===== src/hw/rtl/isar_pkg.sv =====
// Package with types and constants for the interval set block.
`timescale 1ns / 1ps
package isar_pkg;
    localparam int MAX_ENTRIES = 16;
    localparam int POS_WIDTH   = 32;
    localparam int IDX_W       = $clog2(MAX_ENTRIES);
    localparam int CNT_W       = $clog2(MAX_ENTRIES + 1);

    localparam logic [1:0] KIND_ADD    = 2'd0;
    localparam logic [1:0] KIND_REMOVE = 2'd1;
    localparam logic [1:0] KIND_READ   = 2'd2;
    localparam logic [1:0] KIND_NONE   = 2'd3;

    localparam logic [1:0] ST_DONE  = 2'd0;
    localparam logic [1:0] ST_FULL  = 2'd1;
    localparam logic [1:0] ST_RANGE = 2'd2;

    typedef struct packed {
        logic [1:0]           kind;
        logic [POS_WIDTH-1:0] range_start;
        logic [POS_WIDTH-1:0] range_length;
        logic [3:0]           read_index;
    } cmd_t;

    typedef struct packed {
        logic [1:0]           status;
        logic [4:0]           entry_count;
        logic                 read_valid;
        logic [POS_WIDTH-1:0] read_start;
        logic [POS_WIDTH-1:0] read_length;
    } rsp_t;

    // entry as stored: start and exclusive end, one bit wider
    typedef struct packed {
        logic [POS_WIDTH:0] s;
        logic [POS_WIDTH:0] e;
    } ent_t;

    // memory port request from sequencer
    typedef struct packed {
        logic             we;
        logic [IDX_W-1:0] waddr;
        ent_t             wdata;
        logic [IDX_W-1:0] raddr;
    } mem_req_t;
endpackage


===== src/hw/rtl/isar_mem.sv =====
// Entry table memory, one write and one registered read port.
`timescale 1ns / 1ps
module isar_mem (
    input  logic              clk,
    input  isar_pkg::mem_req_t req,
    output isar_pkg::ent_t     rdata
);
    import isar_pkg::*;

    ent_t mem [MAX_ENTRIES];

    always_ff @(posedge clk)
    begin
        if (req.we)
        begin
            mem[req.waddr] <= req.wdata;
        end
        rdata <= mem[req.raddr];
    end
endmodule


===== src/hw/rtl/isar_seq.sv =====
// Sequencer: streams the table once per add or remove item, rebuilding it in the other bank.
`timescale 1ns / 1ps
module isar_seq (
    input  logic              clk,
    input  logic              rst_n,
    input  logic              start,
    input  isar_pkg::cmd_t    cmd,
    output logic              busy,
    output logic              done,
    output isar_pkg::rsp_t    rsp,
    output isar_pkg::mem_req_t req_a,
    output isar_pkg::mem_req_t req_b,
    input  isar_pkg::ent_t     rd_a,
    input  isar_pkg::ent_t     rd_b
);
    import isar_pkg::*;

    localparam logic [1:0] S_IDLE = 2'd0;
    localparam logic [1:0] S_SCAN = 2'd1;
    localparam logic [1:0] S_DONE = 2'd2;

    logic [1:0]           state_reg, state_next;
    logic                 bank_reg, bank_next;      // bank holding live table
    logic [CNT_W-1:0]     held_reg, held_next;
    logic [CNT_W-1:0]     rptr_reg, rptr_next;      // next read address
    logic [CNT_W-1:0]     wcnt_reg, wcnt_next;      // entries written to new bank
    logic                 vld_reg, vld_next;        // read data valid this cycle
    logic [1:0]           kind_reg, kind_next;
    logic [POS_WIDTH:0]   s_reg, s_next, e_reg, e_next;
    logic [3:0]           ridx_reg, ridx_next;
    logic                 pend_reg, pend_next;      // add range not yet emitted
    logic [1:0]           stat_reg, stat_next;
    rsp_t                 rsp_reg, rsp_next;
    logic                 done_reg, done_next;

    ent_t                 cur;
    ent_t                 w0, w1;
    logic                 nw0, nw1;
    logic [POS_WIDTH:0]   in_s, in_e;
    logic                 rd_live;

    assign busy = (state_reg != S_IDLE);
    assign done = done_reg;
    assign rsp  = rsp_reg;
    assign cur  = bank_reg ? rd_b : rd_a;
    assign in_s = {1'b0, cmd.range_start};
    assign in_e = {1'b0, cmd.range_start} + {1'b0, cmd.range_length};

    always_comb
    begin
        w0 = '0;
        w1 = '0;
        nw0 = 1'b0;
        nw1 = 1'b0;
        pend_next = pend_reg;
        s_next = s_reg;
        e_next = e_reg;
        if (state_reg == S_SCAN)
        begin
            if (vld_reg)
            begin
                if (kind_reg == KIND_ADD)
                begin
                    if (cur.e < s_reg)
                    begin
                        w0 = cur; nw0 = 1'b1;
                    end
                    else if (cur.s > e_reg)
                    begin
                        if (pend_reg)
                        begin
                            w0 = '{s: s_reg, e: e_reg}; nw0 = 1'b1;
                            pend_next = 1'b0;
                            w1 = cur; nw1 = 1'b1;
                        end
                        else
                        begin
                            w0 = cur; nw0 = 1'b1;
                        end
                    end
                    else
                    begin
                        if (cur.s < s_reg) s_next = cur.s;
                        if (cur.e > e_reg) e_next = cur.e;
                    end
                end
                else
                begin
                    if (cur.e <= s_reg || cur.s >= e_reg)
                    begin
                        w0 = cur; nw0 = 1'b1;
                    end
                    else
                    begin
                        if (cur.s < s_reg)
                        begin
                            w0 = '{s: cur.s, e: s_reg}; nw0 = 1'b1;
                        end
                        if (cur.e > e_reg)
                        begin
                            if (nw0)
                            begin
                                w1 = '{s: e_reg, e: cur.e}; nw1 = 1'b1;
                            end
                            else
                            begin
                                w0 = '{s: e_reg, e: cur.e}; nw0 = 1'b1;
                            end
                        end
                    end
                end
            end
            else if (pend_reg && rptr_reg == held_reg)
            begin
                w0 = '{s: s_reg, e: e_reg}; nw0 = 1'b1;
                pend_next = 1'b0;
            end
        end
    end

    // second entry of a split or a flushed add goes out next cycle
    logic   hold_reg, hold_next;
    ent_t   hent_reg, hent_next;

    always_comb
    begin
        state_next = state_reg;
        bank_next  = bank_reg;
        held_next  = held_reg;
        rptr_next  = rptr_reg;
        wcnt_next  = wcnt_reg;
        vld_next   = 1'b0;
        kind_next  = kind_reg;
        ridx_next  = ridx_reg;
        stat_next  = stat_reg;
        rsp_next   = rsp_reg;
        done_next  = 1'b0;
        hold_next  = 1'b0;
        hent_next  = hent_reg;
        req_a = '0;
        req_b = '0;
        rd_live = 1'b0;
        unique case (state_reg)
            S_IDLE:
            begin
                if (start)
                begin
                    kind_next = cmd.kind;
                    ridx_next = cmd.read_index;
                    rptr_next = '0;
                    wcnt_next = '0;
                    stat_next = ST_DONE;
                    state_next = S_SCAN;
                    if ((cmd.kind == KIND_ADD || cmd.kind == KIND_REMOVE) &&
                        in_e[POS_WIDTH] && in_e[POS_WIDTH-1:0] != '0)
                    begin
                        stat_next = ST_RANGE;
                        kind_next = KIND_NONE;
                    end
                    else if ((cmd.kind == KIND_ADD || cmd.kind == KIND_REMOVE) &&
                             cmd.range_length == '0)
                    begin
                        kind_next = KIND_NONE;
                    end
                end
            end
            S_SCAN:
            begin
                if (kind_reg == KIND_ADD || kind_reg == KIND_REMOVE)
                begin
                    // no read while a second entry is queued, so no entry arrives unhandled
                    if (rptr_reg < held_reg && !nw1)
                    begin
                        rd_live = 1'b1;
                        rptr_next = rptr_reg + 1'b1;
                        vld_next = 1'b1;
                    end
                    if (hold_reg)
                    begin
                        if (wcnt_reg < CNT_W'(MAX_ENTRIES))
                        begin
                            if (bank_reg) req_a.we = 1'b1; else req_b.we = 1'b1;
                            req_a.waddr = wcnt_reg[IDX_W-1:0];
                            req_b.waddr = wcnt_reg[IDX_W-1:0];
                            req_a.wdata = hent_reg;
                            req_b.wdata = hent_reg;
                        end
                        else
                        begin
                            stat_next = ST_FULL;
                        end
                        wcnt_next = wcnt_reg + 1'b1;
                    end
                    else if (nw0)
                    begin
                        if (wcnt_reg < CNT_W'(MAX_ENTRIES))
                        begin
                            if (bank_reg) req_a.we = 1'b1; else req_b.we = 1'b1;
                            req_a.waddr = wcnt_reg[IDX_W-1:0];
                            req_b.waddr = wcnt_reg[IDX_W-1:0];
                            req_a.wdata = w0;
                            req_b.wdata = w0;
                        end
                        else
                        begin
                            stat_next = ST_FULL;
                        end
                        wcnt_next = wcnt_reg + 1'b1;
                        if (nw1)
                        begin
                            hold_next = 1'b1;
                            hent_next = w1;
                        end
                    end
                    if (!rd_live && !vld_reg && !hold_reg && !nw0 && !pend_next)
                    begin
                        state_next = S_DONE;
                    end
                end
                else
                begin
                    if (kind_reg == KIND_READ && {1'b0, ridx_reg} < held_reg)
                    begin
                        rd_live = 1'b1;
                    end
                    if (vld_reg)
                    begin
                        state_next = S_DONE;
                    end
                    else if (rd_live)
                    begin
                        vld_next = 1'b1;
                    end
                    else
                    begin
                        state_next = S_DONE;
                    end
                end
            end
            S_DONE:
            begin
                state_next = S_IDLE;
                done_next = 1'b1;
                rsp_next = '0;
                rsp_next.status = stat_reg;
                if ((kind_reg == KIND_ADD || kind_reg == KIND_REMOVE) &&
                    stat_reg == ST_DONE)
                begin
                    if (kind_reg == KIND_ADD && (e_reg - s_reg) >= {1'b1, {POS_WIDTH{1'b0}}})
                    begin
                        rsp_next.status = ST_RANGE;
                    end
                    else
                    begin
                        bank_next = ~bank_reg;
                        held_next = wcnt_reg;
                    end
                end
                else if (kind_reg == KIND_ADD && stat_reg == ST_FULL)
                begin
                    rsp_next.status = ((e_reg - s_reg) >= {1'b1, {POS_WIDTH{1'b0}}})
                                      ? ST_RANGE : ST_FULL;
                end
                rsp_next.entry_count = 5'(bank_next == bank_reg ? held_reg : wcnt_reg);
                if (kind_reg == KIND_READ && {1'b0, ridx_reg} < held_reg)
                begin
                    rsp_next.read_valid  = 1'b1;
                    rsp_next.read_start  = cur.s[POS_WIDTH-1:0];
                    rsp_next.read_length = POS_WIDTH'(cur.e - cur.s);
                end
            end
            default:
            begin
                state_next = S_IDLE;
            end
        endcase
        if (kind_reg == KIND_READ)
        begin
            req_a.raddr = ridx_reg[IDX_W-1:0];
            req_b.raddr = ridx_reg[IDX_W-1:0];
        end
        else
        begin
            req_a.raddr = rptr_reg[IDX_W-1:0];
            req_b.raddr = rptr_reg[IDX_W-1:0];
        end
    end

    always_ff @(posedge clk or negedge rst_n)
    begin
        if (!rst_n)
        begin
            state_reg <= S_IDLE;
            bank_reg  <= 1'b0;
            held_reg  <= '0;
            rptr_reg  <= '0;
            wcnt_reg  <= '0;
            vld_reg   <= 1'b0;
            pend_reg  <= 1'b0;
            done_reg  <= 1'b0;
            hold_reg  <= 1'b0;
            stat_reg  <= ST_DONE;
            kind_reg  <= KIND_READ;
        end
        else
        begin
            state_reg <= state_next;
            bank_reg  <= bank_next;
            held_reg  <= held_next;
            rptr_reg  <= rptr_next;
            wcnt_reg  <= wcnt_next;
            vld_reg   <= vld_next;
            done_reg  <= done_next;
            hold_reg  <= hold_next;
            stat_reg  <= stat_next;
            kind_reg  <= kind_next;
            if (state_reg == S_IDLE && start)
            begin
                pend_reg <= (cmd.kind == KIND_ADD);
            end
            else
            begin
                pend_reg <= pend_next;
            end
        end
    end

    always_ff @(posedge clk)
    begin
        ridx_reg <= ridx_next;
        rsp_reg  <= rsp_next;
        hent_reg <= hent_next;
        if (state_reg == S_IDLE && start)
        begin
            s_reg <= in_s;
            e_reg <= in_e;
        end
        else
        begin
            s_reg <= s_next;
            e_reg <= e_next;
        end
    end
endmodule


===== src/hw/rtl/interval_set_add_remove_top.sv =====
// Top level of the interval set block.
`timescale 1ns / 1ps
// Raise start with an item while busy is low; exactly one result appears for one
// cycle with done high and cannot be held off, and busy is low in that cycle. A read
// first fetches the indexed entry from the live memory bank; an index past the held
// entries, or a rejected, zero-length or unused item, goes straight to its result. An
// add or remove streams every held entry from the live memory bank into the other
// bank, so it lasts longer the more entries are held. The live bank has a single
// read port, so its entries are read one at a time.
module interval_set_add_remove_top (
    input  logic             clk,
    input  logic             rst_n,
    input  logic             start,
    input  isar_pkg::cmd_t   cmd,
    output logic             busy,
    output logic             done,
    output isar_pkg::rsp_t   rsp
);
    import isar_pkg::*;

    mem_req_t req_a, req_b;
    ent_t     rd_a, rd_b;

    isar_seq u_seq (
        .clk   (clk),
        .rst_n (rst_n),
        .start (start),
        .cmd   (cmd),
        .busy  (busy),
        .done  (done),
        .rsp   (rsp),
        .req_a (req_a),
        .req_b (req_b),
        .rd_a  (rd_a),
        .rd_b  (rd_b)
    );

    isar_mem u_mem_a (
        .clk   (clk),
        .req   (req_a),
        .rdata (rd_a)
    );

    isar_mem u_mem_b (
        .clk   (clk),
        .req   (req_b),
        .rdata (rd_b)
    );
endmodule


===== config.mk =====
export PLATFORM = sky130hd
export DESIGN_NAME = interval_set_add_remove_top
export DESIGN_NICKNAME = d
export VERILOG_FILES = /design/src/hw/rtl/isar_pkg.sv /design/src/hw/rtl/isar_mem.sv /design/src/hw/rtl/isar_seq.sv /design/src/hw/rtl/interval_set_add_remove_top.sv
export SDC_FILE = /design/constraint.sdc
export NUM_CORES = 2
export LEC_CHECK = 0
export ABC_AREA = 0
export BUFFER_PORTS_ARGS = -buffer_cell sky130_fd_sc_hd__buf_2
export CORE_UTILIZATION = 60
export CTS_CLUSTER_DIAMETER = 60
export CTS_CLUSTER_SIZE = 25
export DETAILED_ROUTE_END_ITERATION = 7
export PLACE_DENSITY = 0.74
export SYNTH_ARGS = -nofsm -noshare
export SYNTH_HDL_FRONTEND = slang
export SYNTH_SLANG_ARGS = --single-unit
export TNS_END_PERCENT = 30

===== constraint.sdc =====
create_clock -name clk -period 12.3 [get_ports clk]
set_input_delay 1.23 -clock clk [delete_from_list [all_inputs] [get_ports clk]]
set_output_delay 1.23 -clock clk [all_outputs]
set_load 0.1 [all_outputs]

# == Yosys cells after proc, flatten, opt, wreduce, memory -nomap -nowiden ==
# Memories as Yosys holds them, arrays and structs flattened. A register that Yosys moved wholly into a read port is not among the register bits.
# Cells that the tools add are included.
# op_classes
n_reduce_logical,45
bitwise,5
n_mux,128
n_addsub,5
magnitude_cmp,10
eq_ne,16
# ops
operator,n
$mux W66,18
$mux W71,12
$mux W33,7
$mux W32,7
$gt A33 B33 Y1,2
$lt A33 B33 Y1,2
$mux W65,1
$mux W1,54
$mux W5,7
$mux W2,17
$add A32 B32 Y33,1
$ge A33 B33 Y1,1
$ge A33 B33 Y1 const B,1
$le A33 B33 Y1,1
$sub A33 B33 Y33,1
$logic_not A32 Y1,1
$reduce_bool A32 Y1,1
$sub A32 B32 Y32,1
$pmux W5 S2,2
$reduce_and A6 Y1,3
$logic_and A1 B1 Y1,14
$reduce_bool A2 Y1,7
$add A5 B1 Y5 const B,2
$ne A2 B2 Y1 const B,5
other kinds (20),41
# totals
wordCells,233
regBits,234
output_inout_bits,74
n_memories,2
mem_bits_rw,2112
input_bits,73
# memory_table
name,words,word_bits,read_ports,rd_ports_with_merged_regs,wr,line_no,rtl
u_mem_a.mem,16,66,1,1,1,isar_mem.sv:10,ent_t mem [MAX_ENTRIES];
u_mem_b.mem,16,66,1,1,1,isar_mem.sv:10,

# == Depth between registers and ports, before layout ==
# logic_depth
ltp_word,26
mapped_depth,19
mapped_depth_nobuf,14

# == Hierarchy ==
# From an unflattened synthesis, not the netlist that was laid out.
# unflattened
hier_cells,5709
hier_area_um2,102479.5
# by_module_without_submodules
module,area_each_um2,seq_area_each_um2,instances,cells_per_inst
isar_mem,40800.4,33031.7,2,1698
isar_seq,20878.8,6887.9,1,2313

# == Least setup slack after synthesis ==
# Ideal clock, no wire load.
# synth_path
path_type,register to register
start,register u_seq.bank_reg
end,memory u_mem_b.mem[0][0] (netlist bit) (enable)
path_buffers,3
setup_time_ns,0.653
period_less_slack_ns,11.165
path_slack_ns,1.135
stages_incl_launch_ff,17
arrival_ns,10.513
path_cell_list,dfrtp_1 -> buf_2 -> clkbuf_1 -> buf_1 -> mux2i_1 -> inv_1 -> ha_1 -> a21o_1 -> a211o_1 -> a2111oi_1 -> o311a_1 -> o31a_1 -> or4_4 -> o311ai_4 -> a21oi_2 -> o21ai_2 -> nor4_1
# synth_lines
item,line_no,rtl
"start, declared",isar_seq.sv:23,"logic bank_reg, bank_next;"
"start signal, assigned",isar_seq.sv:308,bank_reg <= bank_next;
"end, declared",isar_mem.sv:10,

# == Worst setup path in the final report ==
# layout_path
start,register u_seq.bank_reg
end,memory u_mem_a.mem[15][27] (netlist bit) (enable)
# layout_between
elab_chain_cells,18
word_cells_on_any_way,29
cone_classes,6 x order compare; 22 x mux; 1 x reduce/logical
# layout_rtl
item,line_no,rtl
$mux W66,isar_seq.sv:45,assign cur = bank_reg ? rd_b : rd_a;
$lt A33 B33 Y1,isar_seq.sv:95,if (cur.s < s_reg)
$mux W1,isar_seq.sv:95,
$mux W1,isar_seq.sv:89,if (cur.e <= s_reg || cur.s >= e_reg)
$mux W1,isar_seq.sv:62,if (kind_reg == KIND_ADD)
$mux W1,isar_seq.sv:60,if (vld_reg)
$mux W1,isar_seq.sv:58,if (state_reg == S_SCAN)
$mux W1,isar_seq.sv:99,if (cur.e > e_reg)
[2 not listed],-,
$mux W1,isar_seq.sv:60,
$mux W1,isar_seq.sv:58,
$mux W71,isar_seq.sv:194,else if (nw0)
$mux W71 *,isar_seq.sv:178,if (hold_reg)
$mux W71 *,isar_seq.sv:169,if (kind_reg == KIND_ADD || kind_reg == KIND_REMOVE)
$mux W71 *,isar_seq.sv:143,unique case (state_reg)
$mux W1,isar_mem.sv:14,if (req.we)
$mux W1 (implied by the code),isar_mem.sv:16,mem[req.waddr] <= req.wdata;
"end, declared",isar_mem.sv:10,
# Mark *: on every way between the ends. The rest lies on a longest branch, timed or not. The select of a mux whose other input is x is not followed.

==> impl_metrics.py <==
metrics = {
    "outcome": {
        "outcome": "completed",
    },
    "detailed_routing": {
        "vias": 60200,
        "via_per_inst": 6.95,
        "firstDrtPassIters": 8,
        "routed_wl_mm": 303,
        "drc": 0,
        "drt-initial-drc-count": 9463,
        "drt-wirelength-per-cell_um": 35.0,
        "ant_nets": 0,
    },
    "clock_network": {
        "clock_latency_ns": 0.87,
        "cts.path.max_buffers": 3,
        "h-tree-depth": 4,
        "cts.hold.buffers_added": 0,
        "root_buffer": "clkbuf_16",
        "cts_tree": "built",
        "clkSlewWorstSetupHoldPaths_ns": 0.08,
        "cts.repair.resized": 0,
        "clock-sinks": 2478,
        "numCtsBuffers": 153,
        "cts_setup_buffers": 0,
    },
    "logic_synthesis": {
        "synth_compound_area_share_pct": 5.68,
        "syn_avg_cell_area_um2": 16.7,
        "synth_top_family_by_area": "multiplexers",
        "yosysUniqueCellTypes": 82,
        "syn_area_um2": 103000,
        "synth_xor_xnor_area_share_pct": 0.400,
        "syn-num-nets": 6459,
        "yosysSeqAreaShare_pct": 70.9,
        "synth_flop_cell": "edfxtp_1",
        "synthArstFlopShare_pct": 1.05,
        "synth.area.mux_share_pct": 12.1,
        "syn_inst": 6148,
        "synth-seq-cells": 2478,
        "ys.warnings.count": 0,
        "synthSimpleGateAreaFrac_pct": 6.06,
        "synth_edf_count": 2319,
        "synth_fa_ha_area_share_pct": 2.91,
    },
    "cells_and_area": {
        "design_area_um2": 113000,
        "drive_above_1_share_pct": 19.7,
        "area_growth_pct": 9.66,
        "multiInputGateArea_um2": 28800,
        "register_area_um2": 73000,
        "nets": 6629,
        "fillers": 11100,
    },
    "critical_path": {
        "critical_path_arrival_ns": 8.45,
        "cp_top_family": "simple AND/OR/NAND/NOR gates",
        "path_max_fanout": 41,
        "critical_path_class": "reg -> reg",
        "critPathRequiredTime_ns": 12.78,
        "crit_slowest_cell": "nor2_4",
        "critPathCaptureType": "flop",
        "path_cells": "buf_4 > mux2i_1 > inv_1 > ha_1 > nand3_1 > nor4_2 > nand3_1 > o21ai_0 > or4_4 > o311ai_4 > a21oi_2 > o2111ai_4 > nor2_4 > buf_4",
        "cp_num_buf_inv": 3,
        "critPathMaxStageDelay_ns": 0.99,
        "startpoint_type": "flop",
    },
    "die": {
        "die_area_um2": 173000,
        "dieHeight_um": 416,
        "die_w_um": 416,
        "core_um2": 170000,
        "initial_core_util_pct": 60.6,
        "io_pins": 147,
        "rows": 151,
    },
    "sta": {
        "setup_viol": 0,
        "period_share_pct": 64.8,
        "tightestPinTransition_ns": 1.45,
        "timing.setup.tns_ns": 0,
        "slew_violations": 0,
        "timing.final.crit_period_ns": 7.97,
        "hold_violations": 0,
        "relSlewSlack_pct": 3.20,
        "skew_ns": 0.0494,
        "rsz0062_at_grt": "false",
        "fmax_mhz": 125,
    },
    "global_routing": {
        "first_global_vias": 57700,
        "antenna_found_initial": 15,
        "grt_start_max_net_pins": 109,
        "grt_pass1_wl_mm": 428,
        "overflow": 0,
        "grt_usage_pct": 35.2,
    },
    "place": {
        "place.gp.congestion": 1.01,
        "portBuffers": 146,
        "dpl.hpwl_mm": 193,
        "place_area_um2": 108000,
    },
    "pwr": {
        "p_int_uw": 14100,
        "switching_share_pct": 35.2,
        "switching_power_uw": 7670,
        "p_leak_uw": 0.0349,
        "power_frac_clock_pct": 26.0,
        "p_seq_share_pct": 45.2,
        "ir_worst_vdd_mv": 0.155,
        "pwr_density_cell_nw_per_um2": 193,
        "pwr-share-comb_pct": 28.8,
    },
    "min_path": {
        "hold_class": "in -> async",
    },
    "flow_run": {
        "maxCapViolCount": 0,
    },
}
## metal layers
metal,routed length (um),track usage (%)
met1,112000,49.5
met2,138000,53.1
met3,36900,7.97
met4,16100,16.3
met5,24,0
## cell usage after synthesis (56+ instances only)
library cell / number / share of area [%]
nand3_1: 92 / 0.45
and3_1: 149 / 0.91
ha_1: 235 / 2.9
a31oi_1: 144 / 0.88
mux2i_1: 87 / 0.85
clkbuf_1: 249 / 0.91
edfxtp_1: 2319 / 68
mux4_2: 512 / 11
o21ai_0: 139 / 0.68
nor2_1: 234 / 0.85
inv_1: 174 / 0.63
dfxtp_1: 133 / 2.6
buf_2: 56 / 0.27
nand2_1: 721 / 2.6
a21oi_1: 221 / 1.1
## kinds of logic after synthesis
kind of cell               Yosys count
DFF                               2478
buffers and inverters              510
xor gates and xnor gates            47
and+or+nand+nor                   1387
muxes                              607
adders and majority gates          238
AOI/OAI and AO/OA                  881
## cell usage in the layout, fill, tap and decap left out, types with 21 or more instances in the layout
master        n
nand4_1      35
mux4_2      512
a31oi_1     144
ha_1        235
dfxtp_1     133
nand3_1      92
o21ai_0     138
a22o_1       34
nor2_4       25
a222oi_1     32
xnor2_1      30
edfxtp_1   2319
a21oi_1     186
o21a_1       21
a22oi_2      24
nor2_1      207
clkbuf_16   156
o22ai_1      34
buf_2       146
mux2i_1      84
clkinv_8     23
dfrtp_1      24
a221oi_1     46
a21o_1       47
inv_1       174
inv_6        26
and3_1      149
buf_4       191
nor3_1       23
nand2_1     719
## metrics by stage
stage	util, %	power [uW]	hold slack (ns)	std cells	setup slack [ns]
2_1_floorplan	-	14000	0.452	6148	1.13
3_5_place_dp	63.3	16200	0.486	8375	4.55
3_3_place_gp	63.3	16200	0.491	8375	4.68
4_1_cts	66.4	21700	0.379	8654	4.55
6_report	66.5	21800	0.424	8664	4.33
5_1_grt	66.5	22500	0.439	8660	4.29
## worst register-to-register path, delay by kind of cell, from the launching register on
kind | cells | cell delay [ns]
buf+inv | 3 | 1.66
simple gates | 5 | 2.24
flops | 1 | 0.68
mux | 1 | 0.79
fa+ha+maj | 1 | 0.38
compound gates | 4 | 1.77
## power by group through the flow
| stage | clock network (uW) | logic, uW | registers (uW) |
|---|---|---|---|
| floorplan | 0 | 3690 | 10300 |
| global placement | 0 | 6180 | 10000 |
| detailed placement | 0 | 6170 | 10000 |
| CTS | 5690 | 6200 | 9810 |
| global route | 5960 | 6650 | 9840 |
| finish | 5650 | 6260 | 9840 |
## worst paths after layout
check                                       start                  end  slack (ns)  cells after the start
worst min-delay path                        rst_n           u_seq.done        0.42                      1
worst max register to register     u_seq.bank_reg  u_mem_a.mem[15][27]        4.33                     14
max in group asynchronous                   rst_n       u_seq.bank_reg       11.32                      1
worst max-delay path               u_seq.bank_reg  u_mem_a.mem[15][27]        4.33                     14
worst min register to register  u_seq.rptr_reg[4]    u_seq.rptr_reg[4]        0.49                      1
min in group clk                u_seq.rptr_reg[4]    u_seq.rptr_reg[4]        0.49                      1
## cell type report
class,count,area share (%)
clock inverter,99,1.11
multi-input combinational,3160,25.5
timing repair buffer,350,2.12
antenna,4,0.00887
sequential,2478,64.6
clock buffer,180,3.57
inverter,175,0.582
tap,2218,2.46
(Power assumes the default switching activity.)
